File: src/hdl/clnw_pkg.sv
// types, codes and helpers shared by the character lcd nibble writer
`default_nettype none
package clnw_pkg;

    localparam int NIB_MAX   = 12;
    localparam int CNT_W     = 4;
    localparam int BYTE_MAX  = NIB_MAX / 2;
    localparam int DIGITS    = 5;
    localparam int BIN_W     = 16;
    localparam int BCD_W     = 4 * DIGITS;
    localparam int DD_W      = BCD_W + BIN_W;
    localparam int DD_STEPS  = 4;
    localparam int DD_STAGES = BIN_W / DD_STEPS;

    typedef enum logic [2:0] {
        ACT_INIT    = 3'd0,
        ACT_CMD     = 3'd1,
        ACT_CHAR    = 3'd2,
        ACT_NUM     = 3'd3,
        ACT_NUM_POS = 3'd4,
        ACT_POS     = 3'd5,
        ACT_CURSOR  = 3'd6
    } action_t;

    localparam logic [1:0] CUR_OFF   = 2'd0;
    localparam logic [1:0] CUR_BLINK = 2'd1;

    localparam logic [7:0] LINE1_BASE   = 8'h80;
    localparam logic [7:0] LINE2_BASE   = 8'hC0;
    localparam logic [7:0] ASCII_ZERO   = 8'h30;
    localparam logic [7:0] CMD_CUR_OFF  = 8'h0C;
    localparam logic [7:0] CMD_CUR_BLNK = 8'h0F;
    localparam logic [1:0] ROW_FIRST    = 2'd1;

    typedef struct packed {
        logic [3:0] nib;
        logic       rs;
    } nib_ent_t;

    typedef struct packed {
        logic [2:0]       action;
        logic [BIN_W-1:0] value;
        logic [5:0]       column;
        logic [1:0]       row;
        logic [1:0]       choice;
    } req_t;

    typedef logic [DD_W-1:0] dd_t;

    // wake-up nibbles, then function set, display off, display on, clear
    localparam nib_ent_t INIT_SEQ [NIB_MAX] = '{
        '{4'h3, 1'b0}, '{4'h3, 1'b0}, '{4'h3, 1'b0}, '{4'h2, 1'b0},
        '{4'h2, 1'b0}, '{4'h8, 1'b0}, '{4'h0, 1'b0}, '{4'h8, 1'b0},
        '{4'h0, 1'b0}, '{4'hC, 1'b0}, '{4'h0, 1'b0}, '{4'h1, 1'b0}
    };

    // a few rounds of shift-and-add-three binary to bcd conversion
    function automatic dd_t dabble_steps(input dd_t s);
        dd_t t;
        t = s;
        for (int i = 0; i < DD_STEPS; i++)
        begin
            for (int d = 0; d < DIGITS; d++)
            begin
                if (t[BIN_W + 4*d +: 4] >= 4'd5)
                begin
                    t[BIN_W + 4*d +: 4] = t[BIN_W + 4*d +: 4] + 4'd3;
                end
            end
            t = {t[DD_W-2:0], 1'b0};
        end
        return t;
    endfunction

endpackage
`default_nettype wire

File: src/hdl/clnw_req_if.sv
// request channel: one lcd request per beat
`default_nettype none
interface clnw_req_if;
    logic        valid;
    logic        ready;
    logic [2:0]  action;
    logic [15:0] value;
    logic [5:0]  column;
    logic [1:0]  row;
    logic [1:0]  cursor_choice;

    modport source (output valid, action, value, column, row, cursor_choice, input ready);
    modport sink   (input valid, action, value, column, row, cursor_choice, output ready);
endinterface
`default_nettype wire

File: src/hdl/clnw_nib_if.sv
// nibble channel: one bus write per beat
`default_nettype none
interface clnw_nib_if;
    logic       valid;
    logic       ready;
    logic [3:0] nibble;
    logic       register_select;
    logic       last;

    modport source (output valid, nibble, register_select, last, input ready);
    modport sink   (input valid, nibble, register_select, last, output ready);
endinterface
`default_nettype wire

File: src/hdl/char_lcd_nibble_writer_unit.sv
// Character lcd nibble writer. Each request beat is turned into 0 to 12 nibble
// beats for an lcd in 4-bit mode, high nibble first, the final one flagged by
// last. A request passes a capture stage, four binary-to-decimal stages and a
// sequence build stage, then a 12-entry shift register sends one nibble per
// cycle while nib.ready is high. An init request gives 12 nibbles. All stages
// stall together while a built run waits for the shift register; a waiting run
// starts in the cycle after the previous last beat. Requests that give no
// nibbles pass through and never hold the stages.
`default_nettype none
module char_lcd_nibble_writer_unit (
    input  wire logic   clk,
    input  wire logic   rst_n,
    clnw_req_if.sink    req,
    clnw_nib_if.source  nib
);

    localparam int NS = clnw_pkg::DD_STAGES + 1;

    logic                      vld_reg [NS];
    clnw_pkg::req_t            rq_reg  [NS];
    clnw_pkg::dd_t             dd_reg  [NS];

    logic                      bvld_reg;
    logic [clnw_pkg::CNT_W-1:0] bcnt_reg, bcnt_next;
    clnw_pkg::nib_ent_t        blist_reg [clnw_pkg::NIB_MAX];
    clnw_pkg::nib_ent_t        blist_next [clnw_pkg::NIB_MAX];

    logic [clnw_pkg::CNT_W-1:0] rem_reg, rem_next;
    clnw_pkg::nib_ent_t        sh_reg [clnw_pkg::NIB_MAX];
    clnw_pkg::nib_ent_t        sh_next [clnw_pkg::NIB_MAX];

    logic adv, can_load, load, beat;

    assign beat     = nib.valid && nib.ready;
    assign can_load = (rem_reg == '0) || ((rem_reg == clnw_pkg::CNT_W'(1)) && nib.ready);
    assign adv      = !bvld_reg || (bcnt_reg == '0) || can_load;
    assign load     = adv && bvld_reg && (bcnt_reg != '0);
    assign req.ready = adv;

    // capture, decimal conversion and build stage registers
    always_ff @(posedge clk or negedge rst_n)
    begin
        if (!rst_n)
        begin
            for (int k = 0; k < NS; k++)
            begin
                vld_reg[k] <= 1'b0;
            end
            bvld_reg <= 1'b0;
        end
        else if (adv)
        begin
            vld_reg[0] <= req.valid;
            for (int k = 1; k < NS; k++)
            begin
                vld_reg[k] <= vld_reg[k-1];
            end
            bvld_reg <= vld_reg[NS-1];
        end
    end

    always_ff @(posedge clk)
    begin
        if (adv)
        begin
            rq_reg[0] <= '{action: req.action, value: req.value, column: req.column,
                           row: req.row, choice: req.cursor_choice};
            dd_reg[0] <= {{clnw_pkg::BCD_W{1'b0}}, req.value};
            for (int k = 1; k < NS; k++)
            begin
                rq_reg[k] <= rq_reg[k-1];
                dd_reg[k] <= clnw_pkg::dabble_steps(dd_reg[k-1]);
            end
            bcnt_reg  <= bcnt_next;
            blist_reg <= blist_next;
        end
    end

    // sequence build from request and decimal digits
    logic [3:0] dig [clnw_pkg::DIGITS];
    logic [3:0] dl  [clnw_pkg::DIGITS];
    logic [2:0] nd;
    logic [7:0] pos_byte;
    logic [7:0] bytes [clnw_pkg::BYTE_MAX];
    logic       brs   [clnw_pkg::BYTE_MAX];
    logic [2:0] nbytes;
    logic       use_bytes;
    clnw_pkg::req_t rb;

    always_comb
    begin
        rb = rq_reg[NS-1];
        for (int d = 0; d < clnw_pkg::DIGITS; d++)
        begin
            dig[d] = dd_reg[NS-1][clnw_pkg::BIN_W + 4*d +: 4];
        end
        if (dig[4] != 4'd0)      nd = 3'd5;
        else if (dig[3] != 4'd0) nd = 3'd4;
        else if (dig[2] != 4'd0) nd = 3'd3;
        else if (dig[1] != 4'd0) nd = 3'd2;
        else                     nd = 3'd1;
        // most significant kept digit goes first
        for (int k = 0; k < clnw_pkg::DIGITS; k++)
        begin
            if (3'(k) < nd) dl[k] = dig[3'(nd - 3'(k) - 3'd1)];
            else            dl[k] = 4'd0;
        end
        pos_byte = ((rb.row == clnw_pkg::ROW_FIRST) ? clnw_pkg::LINE1_BASE
                                                    : clnw_pkg::LINE2_BASE)
                   + {2'b00, rb.column} - 8'd1;

        for (int k = 0; k < clnw_pkg::BYTE_MAX; k++)
        begin
            bytes[k] = 8'd0;
            brs[k]   = 1'b0;
        end
        nbytes    = 3'd0;
        use_bytes = 1'b1;

        case (clnw_pkg::action_t'(rb.action))
            clnw_pkg::ACT_INIT:
            begin
                use_bytes = 1'b0;
            end
            clnw_pkg::ACT_CMD:
            begin
                bytes[0] = rb.value[7:0];
                nbytes   = 3'd1;
            end
            clnw_pkg::ACT_CHAR:
            begin
                bytes[0] = rb.value[7:0];
                brs[0]   = 1'b1;
                nbytes   = 3'd1;
            end
            clnw_pkg::ACT_NUM:
            begin
                for (int k = 0; k < clnw_pkg::DIGITS; k++)
                begin
                    bytes[k] = clnw_pkg::ASCII_ZERO | {4'd0, dl[k]};
                    brs[k]   = 1'b1;
                end
                nbytes = nd;
            end
            clnw_pkg::ACT_NUM_POS:
            begin
                bytes[0] = pos_byte;
                for (int k = 0; k < clnw_pkg::DIGITS; k++)
                begin
                    bytes[k+1] = clnw_pkg::ASCII_ZERO | {4'd0, dl[k]};
                    brs[k+1]   = 1'b1;
                end
                nbytes = nd + 3'd1;
            end
            clnw_pkg::ACT_POS:
            begin
                bytes[0] = pos_byte;
                nbytes   = 3'd1;
            end
            clnw_pkg::ACT_CURSOR:
            begin
                if (rb.choice == clnw_pkg::CUR_OFF)
                begin
                    bytes[0] = clnw_pkg::CMD_CUR_OFF;
                    nbytes   = 3'd1;
                end
                else if (rb.choice == clnw_pkg::CUR_BLINK)
                begin
                    bytes[0] = clnw_pkg::CMD_CUR_BLNK;
                    nbytes   = 3'd1;
                end
            end
            default:
            begin
                nbytes = 3'd0;
            end
        endcase

        if (use_bytes)
        begin
            for (int k = 0; k < clnw_pkg::BYTE_MAX; k++)
            begin
                blist_next[2*k]   = '{nib: bytes[k][7:4], rs: brs[k]};
                blist_next[2*k+1] = '{nib: bytes[k][3:0], rs: brs[k]};
            end
            bcnt_next = {nbytes, 1'b0};
        end
        else
        begin
            blist_next = clnw_pkg::INIT_SEQ;
            bcnt_next  = clnw_pkg::CNT_W'(clnw_pkg::NIB_MAX);
        end
    end

    // output shift register, entry zero is on the bus
    always_comb
    begin
        sh_next  = sh_reg;
        rem_next = rem_reg;
        if (load)
        begin
            sh_next  = blist_reg;
            rem_next = bcnt_reg;
        end
        else if (beat)
        begin
            for (int k = 0; k < clnw_pkg::NIB_MAX - 1; k++)
            begin
                sh_next[k] = sh_reg[k+1];
            end
            sh_next[clnw_pkg::NIB_MAX-1] = '0;
            rem_next = rem_reg - clnw_pkg::CNT_W'(1);
        end
    end

    always_ff @(posedge clk or negedge rst_n)
    begin
        if (!rst_n)
        begin
            rem_reg <= '0;
        end
        else
        begin
            rem_reg <= rem_next;
        end
    end

    always_ff @(posedge clk)
    begin
        sh_reg <= sh_next;
    end

    assign nib.valid           = (rem_reg != '0);
    assign nib.nibble          = sh_reg[0].nib;
    assign nib.register_select = sh_reg[0].rs;
    assign nib.last            = (rem_reg == clnw_pkg::CNT_W'(1));

    a_rem_bound: assert property (@(posedge clk) disable iff (!rst_n)
        rem_reg <= clnw_pkg::CNT_W'(clnw_pkg::NIB_MAX))
        else $error("nibble count beyond run length");

    a_run_ends: assert property (@(posedge clk) disable iff (!rst_n)
        (beat && nib.last && !load) |=> !nib.valid)
        else $error("nibble sent after last without a new run");

    a_build_hold: assert property (@(posedge clk) disable iff (!rst_n)
        (bvld_reg && !adv) |=> (bvld_reg && $stable(bcnt_reg)))
        else $error("stalled build stage lost its run");

    a_no_overrun: assert property (@(posedge clk) disable iff (!rst_n)
        load |-> (rem_reg == '0 || (rem_reg == clnw_pkg::CNT_W'(1) && beat)))
        else $error("new run loaded over an unfinished one");

endmodule
`default_nettype wire

File: src/flat_wrapper.sv
// flat-port wrapper written by rule: the top's interface ports become plain ports
module char_lcd_nibble_writer_unit_flat 
  (clk, rst_n, req_valid, req_action, req_value, req_column, req_row, req_cursor_choice, req_ready, nib_valid, nib_nibble, nib_register_select, nib_last, nib_ready);
  clnw_req_if req_i ();
  clnw_nib_if nib_i ();
  input  wire logic clk;
  input  wire logic rst_n;
  input wire logic [$bits(req_i.valid)-1:0] req_valid;
  input wire logic [$bits(req_i.action)-1:0] req_action;
  input wire logic [$bits(req_i.value)-1:0] req_value;
  input wire logic [$bits(req_i.column)-1:0] req_column;
  input wire logic [$bits(req_i.row)-1:0] req_row;
  input wire logic [$bits(req_i.cursor_choice)-1:0] req_cursor_choice;
  output wire logic [$bits(req_i.ready)-1:0] req_ready;
  output wire logic [$bits(nib_i.valid)-1:0] nib_valid;
  output wire logic [$bits(nib_i.nibble)-1:0] nib_nibble;
  output wire logic [$bits(nib_i.register_select)-1:0] nib_register_select;
  output wire logic [$bits(nib_i.last)-1:0] nib_last;
  input wire logic [$bits(nib_i.ready)-1:0] nib_ready;
  assign req_i.valid = req_valid;
  assign req_i.action = req_action;
  assign req_i.value = req_value;
  assign req_i.column = req_column;
  assign req_i.row = req_row;
  assign req_i.cursor_choice = req_cursor_choice;
  assign req_ready = req_i.ready;
  assign nib_valid = nib_i.valid;
  assign nib_nibble = nib_i.nibble;
  assign nib_register_select = nib_i.register_select;
  assign nib_last = nib_i.last;
  assign nib_i.ready = nib_ready;
  char_lcd_nibble_writer_unit u_core (.clk(clk), .rst_n(rst_n), .req(req_i), .nib(nib_i));
endmodule
File: config.mk
export PLATFORM = sky130hd
export DESIGN_NAME = char_lcd_nibble_writer_unit_flat
export DESIGN_NICKNAME = d
export VERILOG_FILES = /design/src/hdl/clnw_pkg.sv /design/src/hdl/clnw_req_if.sv /design/src/hdl/clnw_nib_if.sv /design/src/hdl/char_lcd_nibble_writer_unit.sv /design/src/flat_wrapper.sv
export SDC_FILE = /design/constraint.sdc
export NUM_CORES = 1
export LEC_CHECK = 0
export BUFFER_PORTS_ARGS = -buffer_cell sky130_fd_sc_hd__clkbuf_2
export CORE_UTILIZATION = 30
export CTS_CLUSTER_SIZE = 30
export DETAILED_ROUTE_END_ITERATION = 8
export PLACE_DENSITY = 0.42
export SLEW_MARGIN = 10
export SYNTH_ARGS = -nofsm -noshare
export SYNTH_HDL_FRONTEND = slang
export SYNTH_SLANG_ARGS = --single-unit
File: constraint.sdc
create_clock -name clk -period 12.5 [get_ports clk]
set_clock_uncertainty 0.15 [all_clocks]
set_input_delay 0.625 -clock clk [delete_from_list [all_inputs] [get_ports clk]]
set_output_delay 0.625 -clock clk [all_outputs]
set_load 0.01 [all_outputs]
# Word-level counts from Yosys, hierarchy flattened
# Memory sizes are Yosys's and may differ from the RTL's.
# Cells that the tools add are included.
[word_totals]
reg_bits = 128
ramBits = 325
in_bits = 33
output_inout_bits = 8
elab_cells = 478
mem_count = 2
[memory_table]
columns = ["name", "depth", "word_bits", "rd", "rd_clocked_by_memory_dff", "write_ports", "line", "source"]
rows = [
  ["u_core.dd_reg", 5, 36, 5, 0, 5, "char_lcd_nibble_writer_unit.sv:21", "clnw_pkg::dd_t dd_reg [NS];"],
  ["u_core.rq_reg", 5, 29, 5, 0, 5, "char_lcd_nibble_writer_unit.sv:20", "clnw_pkg::req_t rq_reg [NS];"],
]
[classes]
addsub = 92
magnitude_cmp = 90
eq_ne = 9
n_mux = 202
bitwise = 6
reduce_logical = 25
[op_table]
columns = ["operator", "n"]
rows = [
  ["$mux 4", 147],
  ["$ge 4x3->1 const B", 80],
  ["$add 4x2->4 const B", 64],
  ["$mux 60", 2],
  ["$mux 3", 36],
  ["$bmux 4 s3", 5],
  ["$pmux 30 s2", 1],
  ["$add 3x2->3 const B", 16],
  ["$pmux 8 s4", 1],
  ["$reduce_bool 4->1", 6],
  ["$ge 4x4->1 const B", 5],
  ["$not 3->4", 5],
  ["$sub 3x1->3 const B", 5],
  ["$pmux 3 s4", 1],
  ["$reduce_or 2->1", 5],
  ["$eq 3x3->1 const B", 3],
  ["$add 8x6->8", 1],
  ["$logic_not 4->1", 2],
  ["$mux 8", 1],
  ["$sub 8x1->8 const B", 1],
  ["$mux 7", 1],
  ["$eq 3x2->1 const B", 2],
  ["$lt 1x3->1 const A", 2],
  ["$lt 2x3->1 const A", 2],
  ["19 further kinds", 30],
]

# Longest topological paths before layout
[depth]
depth_word = 14
ltp_mapped = 20
depth_no_buf = 20

# Worst setup path after synthesis
# Ideal clock, no wire load.
[synth_timing]
kind = "reg-to-output"
start = "register u_core.rem_reg[1] (netlist name)"
end = "output req_ready"
arrival_time_ns = 4.934
required_time_ns = 11.725
setup_slack_ns = 6.791
path_stages_with_launch = 8
path_buffers = 0
path_cell_list = "dfrtp_1 inv_1 ha_1 and2_1 nand2_1 nand2_1 nor2_1 inv_1"
[synth_via]
elab_chain_len = 4
word_cells_on_any_way = 5
cone_classes = "1 x eq/ne; 4 x reduce/logical"
[synth_lines]
columns = ["item", "line", "source"]
rows = [
  ["start, declared", "char_lcd_nibble_writer_unit.sv:28", "logic [clnw_pkg::CNT_W-1:0] rem_reg, rem_next;"],
  ["start signal, assigned", "char_lcd_nibble_writer_unit.sv:224", "rem_reg <= rem_next;"],
  ["$eq 4x1->1", "-", ""],
  ["via nib_last", "flat_wrapper.sv:18", "output wire logic [$bits(nib_i.last)-1:0] nib_last;"],
  ["$logic_and 1x1->1", "char_lcd_nibble_writer_unit.sv:35", "assign can_load = (rem_reg == '0) || ((rem_reg == clnw_pkg::CNT_W'(1)) && nib.ready);"],
  ["$logic_or 1x1->1", "char_lcd_nibble_writer_unit.sv:35", ""],
  ["$logic_or 1x1->1", "char_lcd_nibble_writer_unit.sv:36", "assign adv = !bvld_reg || (bcnt_reg == '0) || can_load;"],
  ["end, declared", "flat_wrapper.sv:14", "output wire logic [$bits(req_i.ready)-1:0] req_ready;"],
]
# The timed path passes the listed nets, and every way through them passes these cells.

==> flow_metrics.tcl <==
set metrics [dict create \
    nets 1405 \
    h-tree-depth 2 \
    place_worst_setup_slack_ns 7.95 \
    fin_ws_ns 7.94 \
    syn_inst 1303 \
    cts_tree "built" \
    clk_pin_slew_ns 0.06 \
    die_w_um 221 \
    synthAdderAreaFrac_pct 3.54 \
    insertedDiodeCount 0 \
    syn-cell-area_mm2 0.0144 \
    synth-compound-area-share_pct 16.0 \
    reg2reg_from "u_core.rq_reg[0][51]" \
    io_buffers 40 \
    endpoint_kind "register" \
    largest_reg_flops 119 \
    ys_types 94 \
    timing.fmax_mhz 219 \
    clockBufferDepth 3 \
    hpwl_mm 18.5 \
    synthTopCellsByCount "260 x edfxtp_1, 222 x nand2_1, 86 x a21oi_1, 79 x o21ai_0, 77 x nor2_1" \
    grt_overflow 0 \
    first_iter_violations 601 \
    die_y_um 221 \
    synth_xor_xnor_area_share_pct 2.31 \
    die-area_mm2 0.0490 \
    nFillCells 4790 \
    r2r_slack_ns 7.94 \
    status "completed" \
    min_from "req_column[5]" \
    cts_resized 0 \
    num_vias 9648 \
    cp-start-kind "register" \
    hold_class "primary input to register" \
    cp_slowest_cell "o311ai_0" \
    yosysMostFrequentCell "edfxtp_1" \
    path_class "register to register" \
    finalSetupViolCount 0 \
    wire_per_inst_um 14.2 \
    critPathTopFamily "compound AO/OA/AOI/OAI gates" \
    final_antenna_net_count 0 \
    post_cts_buffers 0 \
    setup_tns_ns 0 \
    muxShareOfSynthArea_pct 4.80 \
    totalWireLength_mm 28.0 \
    path_cells "inv_1 -> ha_1 -> nand2b_1 -> a21oi_2 -> xnor2_1 -> ha_1 -> nand2b_1 -> nand2_1 -> mux2_2 -> nand2_1 -> ha_1 -> a21oi_1 -> mux2i_1 -> ha_1 -> inv_1 -> o21a_1 -> o311ai_0 -> o21a_1 -> o22ai_1" \
    seq_area_frac_synth_pct 55.8 \
    postCtsHoldBufs 1 \
    multi_input_area_mm2 0.00592 \
    synth_warnings 0 \
    grt_pass1_wl_mm 46.5 \
    synthTopCellsByArea "edfxtp_1 54%, nand2_1 5.8%, ha_1 3.5%" \
    slew_viol_final 0 \
    drive_above_1_share_pct 13.1 \
    synth_edf_count 260 \
    cp_slowest_stage_delay_ns 0.53 \
    avgSynthCellArea_um2 11.1 \
    seq_area_mm2 0.00806 \
    rsz0062_at_grt "no" \
    synth-async-reset-ratio_pct 3.70 \
    yosysTopAreaCell "edfxtp_1" \
    syn_to_final_growth_pct 13.1 \
    clk_latency_ns 0.54 \
    synth_ff_type "edfxtp_1" \
    grt_max_degree 128 \
    hold_viol 0 \
    synth_top_family_by_area "compound AO/OA/AOI/OAI gates" \
    crit_start "u_core.rq_reg[0][51]" \
    rows 80 \
    worst_pin_slew_ns 1.10 \
    antenna_found_initial 0 \
    crit_fanout 10 \
    gp_congestion 0.798 \
    ys_ff_latch 270 \
    synth-simple-area-share_pct 14.3 \
    boundaryPins 41 \
    timing.final.crit_share_pct 36.5 \
    cts_made_buffers 34 \
    syn_nets 1376 \
    route.detailed.drc 0 \
    grtUsageTotal_pct 11.5 \
    start_util_pct 30.3 \
    yosys.area.top_type_share_pct 54.1 \
    finalCriticalPeriod_ns 4.56 \
    crit_top_cell "ha_1" \
    detail_route.vias_per_cell 4.89 \
    critPathBufInv 2 \
    cp_data_required_time_ns 12.63 \
    drt_first_pass_iters 5 \
    critPathArrivalTime_ns 4.68 \
    max-slew-margin-rel_pct 26.1 \
    root_buffer "clkbuf_16" \
    max_cap_violations 0 \
    clkSinkCount 270 \
    coreArea_mm2 0.0476 \
    first_global_vias 9226 \
]
-- cell usage in the layout, fill, tap and decap left out, types with 15 or more instances in the layout --
cell type / n
mux2_2: 23
ha_1: 40
nand2b_1: 22
a21oi_1: 85
xnor2_1: 23
nand2_1: 221
nor3_1: 15
mux2i_1: 28
edfxtp_1: 260
o22ai_1: 23
clkbuf_2: 40
inv_1: 57
clkbuf_16: 36
nor2b_1: 23
o21ai_0: 79
nor2_1: 77
-- metal layers --
metal	up-vias	GRT usage (%)	wire [um]
met5	-	0	0
met4	0	4.85	790
met3	51	2.24	887
met2	133	19.0	13100
met1	4578	14.6	13200
li1	4886	-	-
-- per-stage QoR --
step | util [%] | area, um^2 | hold slack [ns] | std cells
floorplan | - | 14400 | 0.179 | 1303
global placement | 32.0 | 15300 | 0.252 | 1910
detailed placement | 32.0 | 15300 | 0.255 | 1910
CTS | 34.3 | 16300 | 0.0682 | 1971
global route | 34.3 | 16300 | 0.0854 | 1971
finish | 34.3 | 16300 | 0.104 | 1971
-- path summary, 6_finish.rpt --
path	cells past startpoint	end
worst min register to register	0	u_core.rq_reg[0][59]
worst max register to register	19	u_core.dd_reg[0][94]
min in group asynchronous	2	u_core.vld_reg[3]
worst min-delay path	1	u_core.rq_reg[0][9]
max in group asynchronous	2	u_core.rem_reg[1]
worst max-delay path	19	u_core.dd_reg[0][94]
-- area by class of cell --
type                            instances  share of cell area [%]
Clock buffer                           46                    5.75
Clock inverter                         14                   0.743
Inverter                               60                    1.44
Multi-Input combinational cell        917                    36.3
Sequential cell                       270                    49.3
Tap cell                              615                    4.71
Timing Repair Buffer                   49                    1.73
-- logic make-up (layout without fill, tap and decap cells) --
family	count (synthesis)	after routing
and+or+nand+nor	441	441
AOI/OAI and AO/OA	343	343
DFF	270	270
buffers and inverters	116	169
muxes	59	59
adders and majority gates	41	41
xor gates and xnor gates	33	33
Power is not shown: default switching activity piles up to over one toggle a cycle in this logic, so the estimate is an artifact.
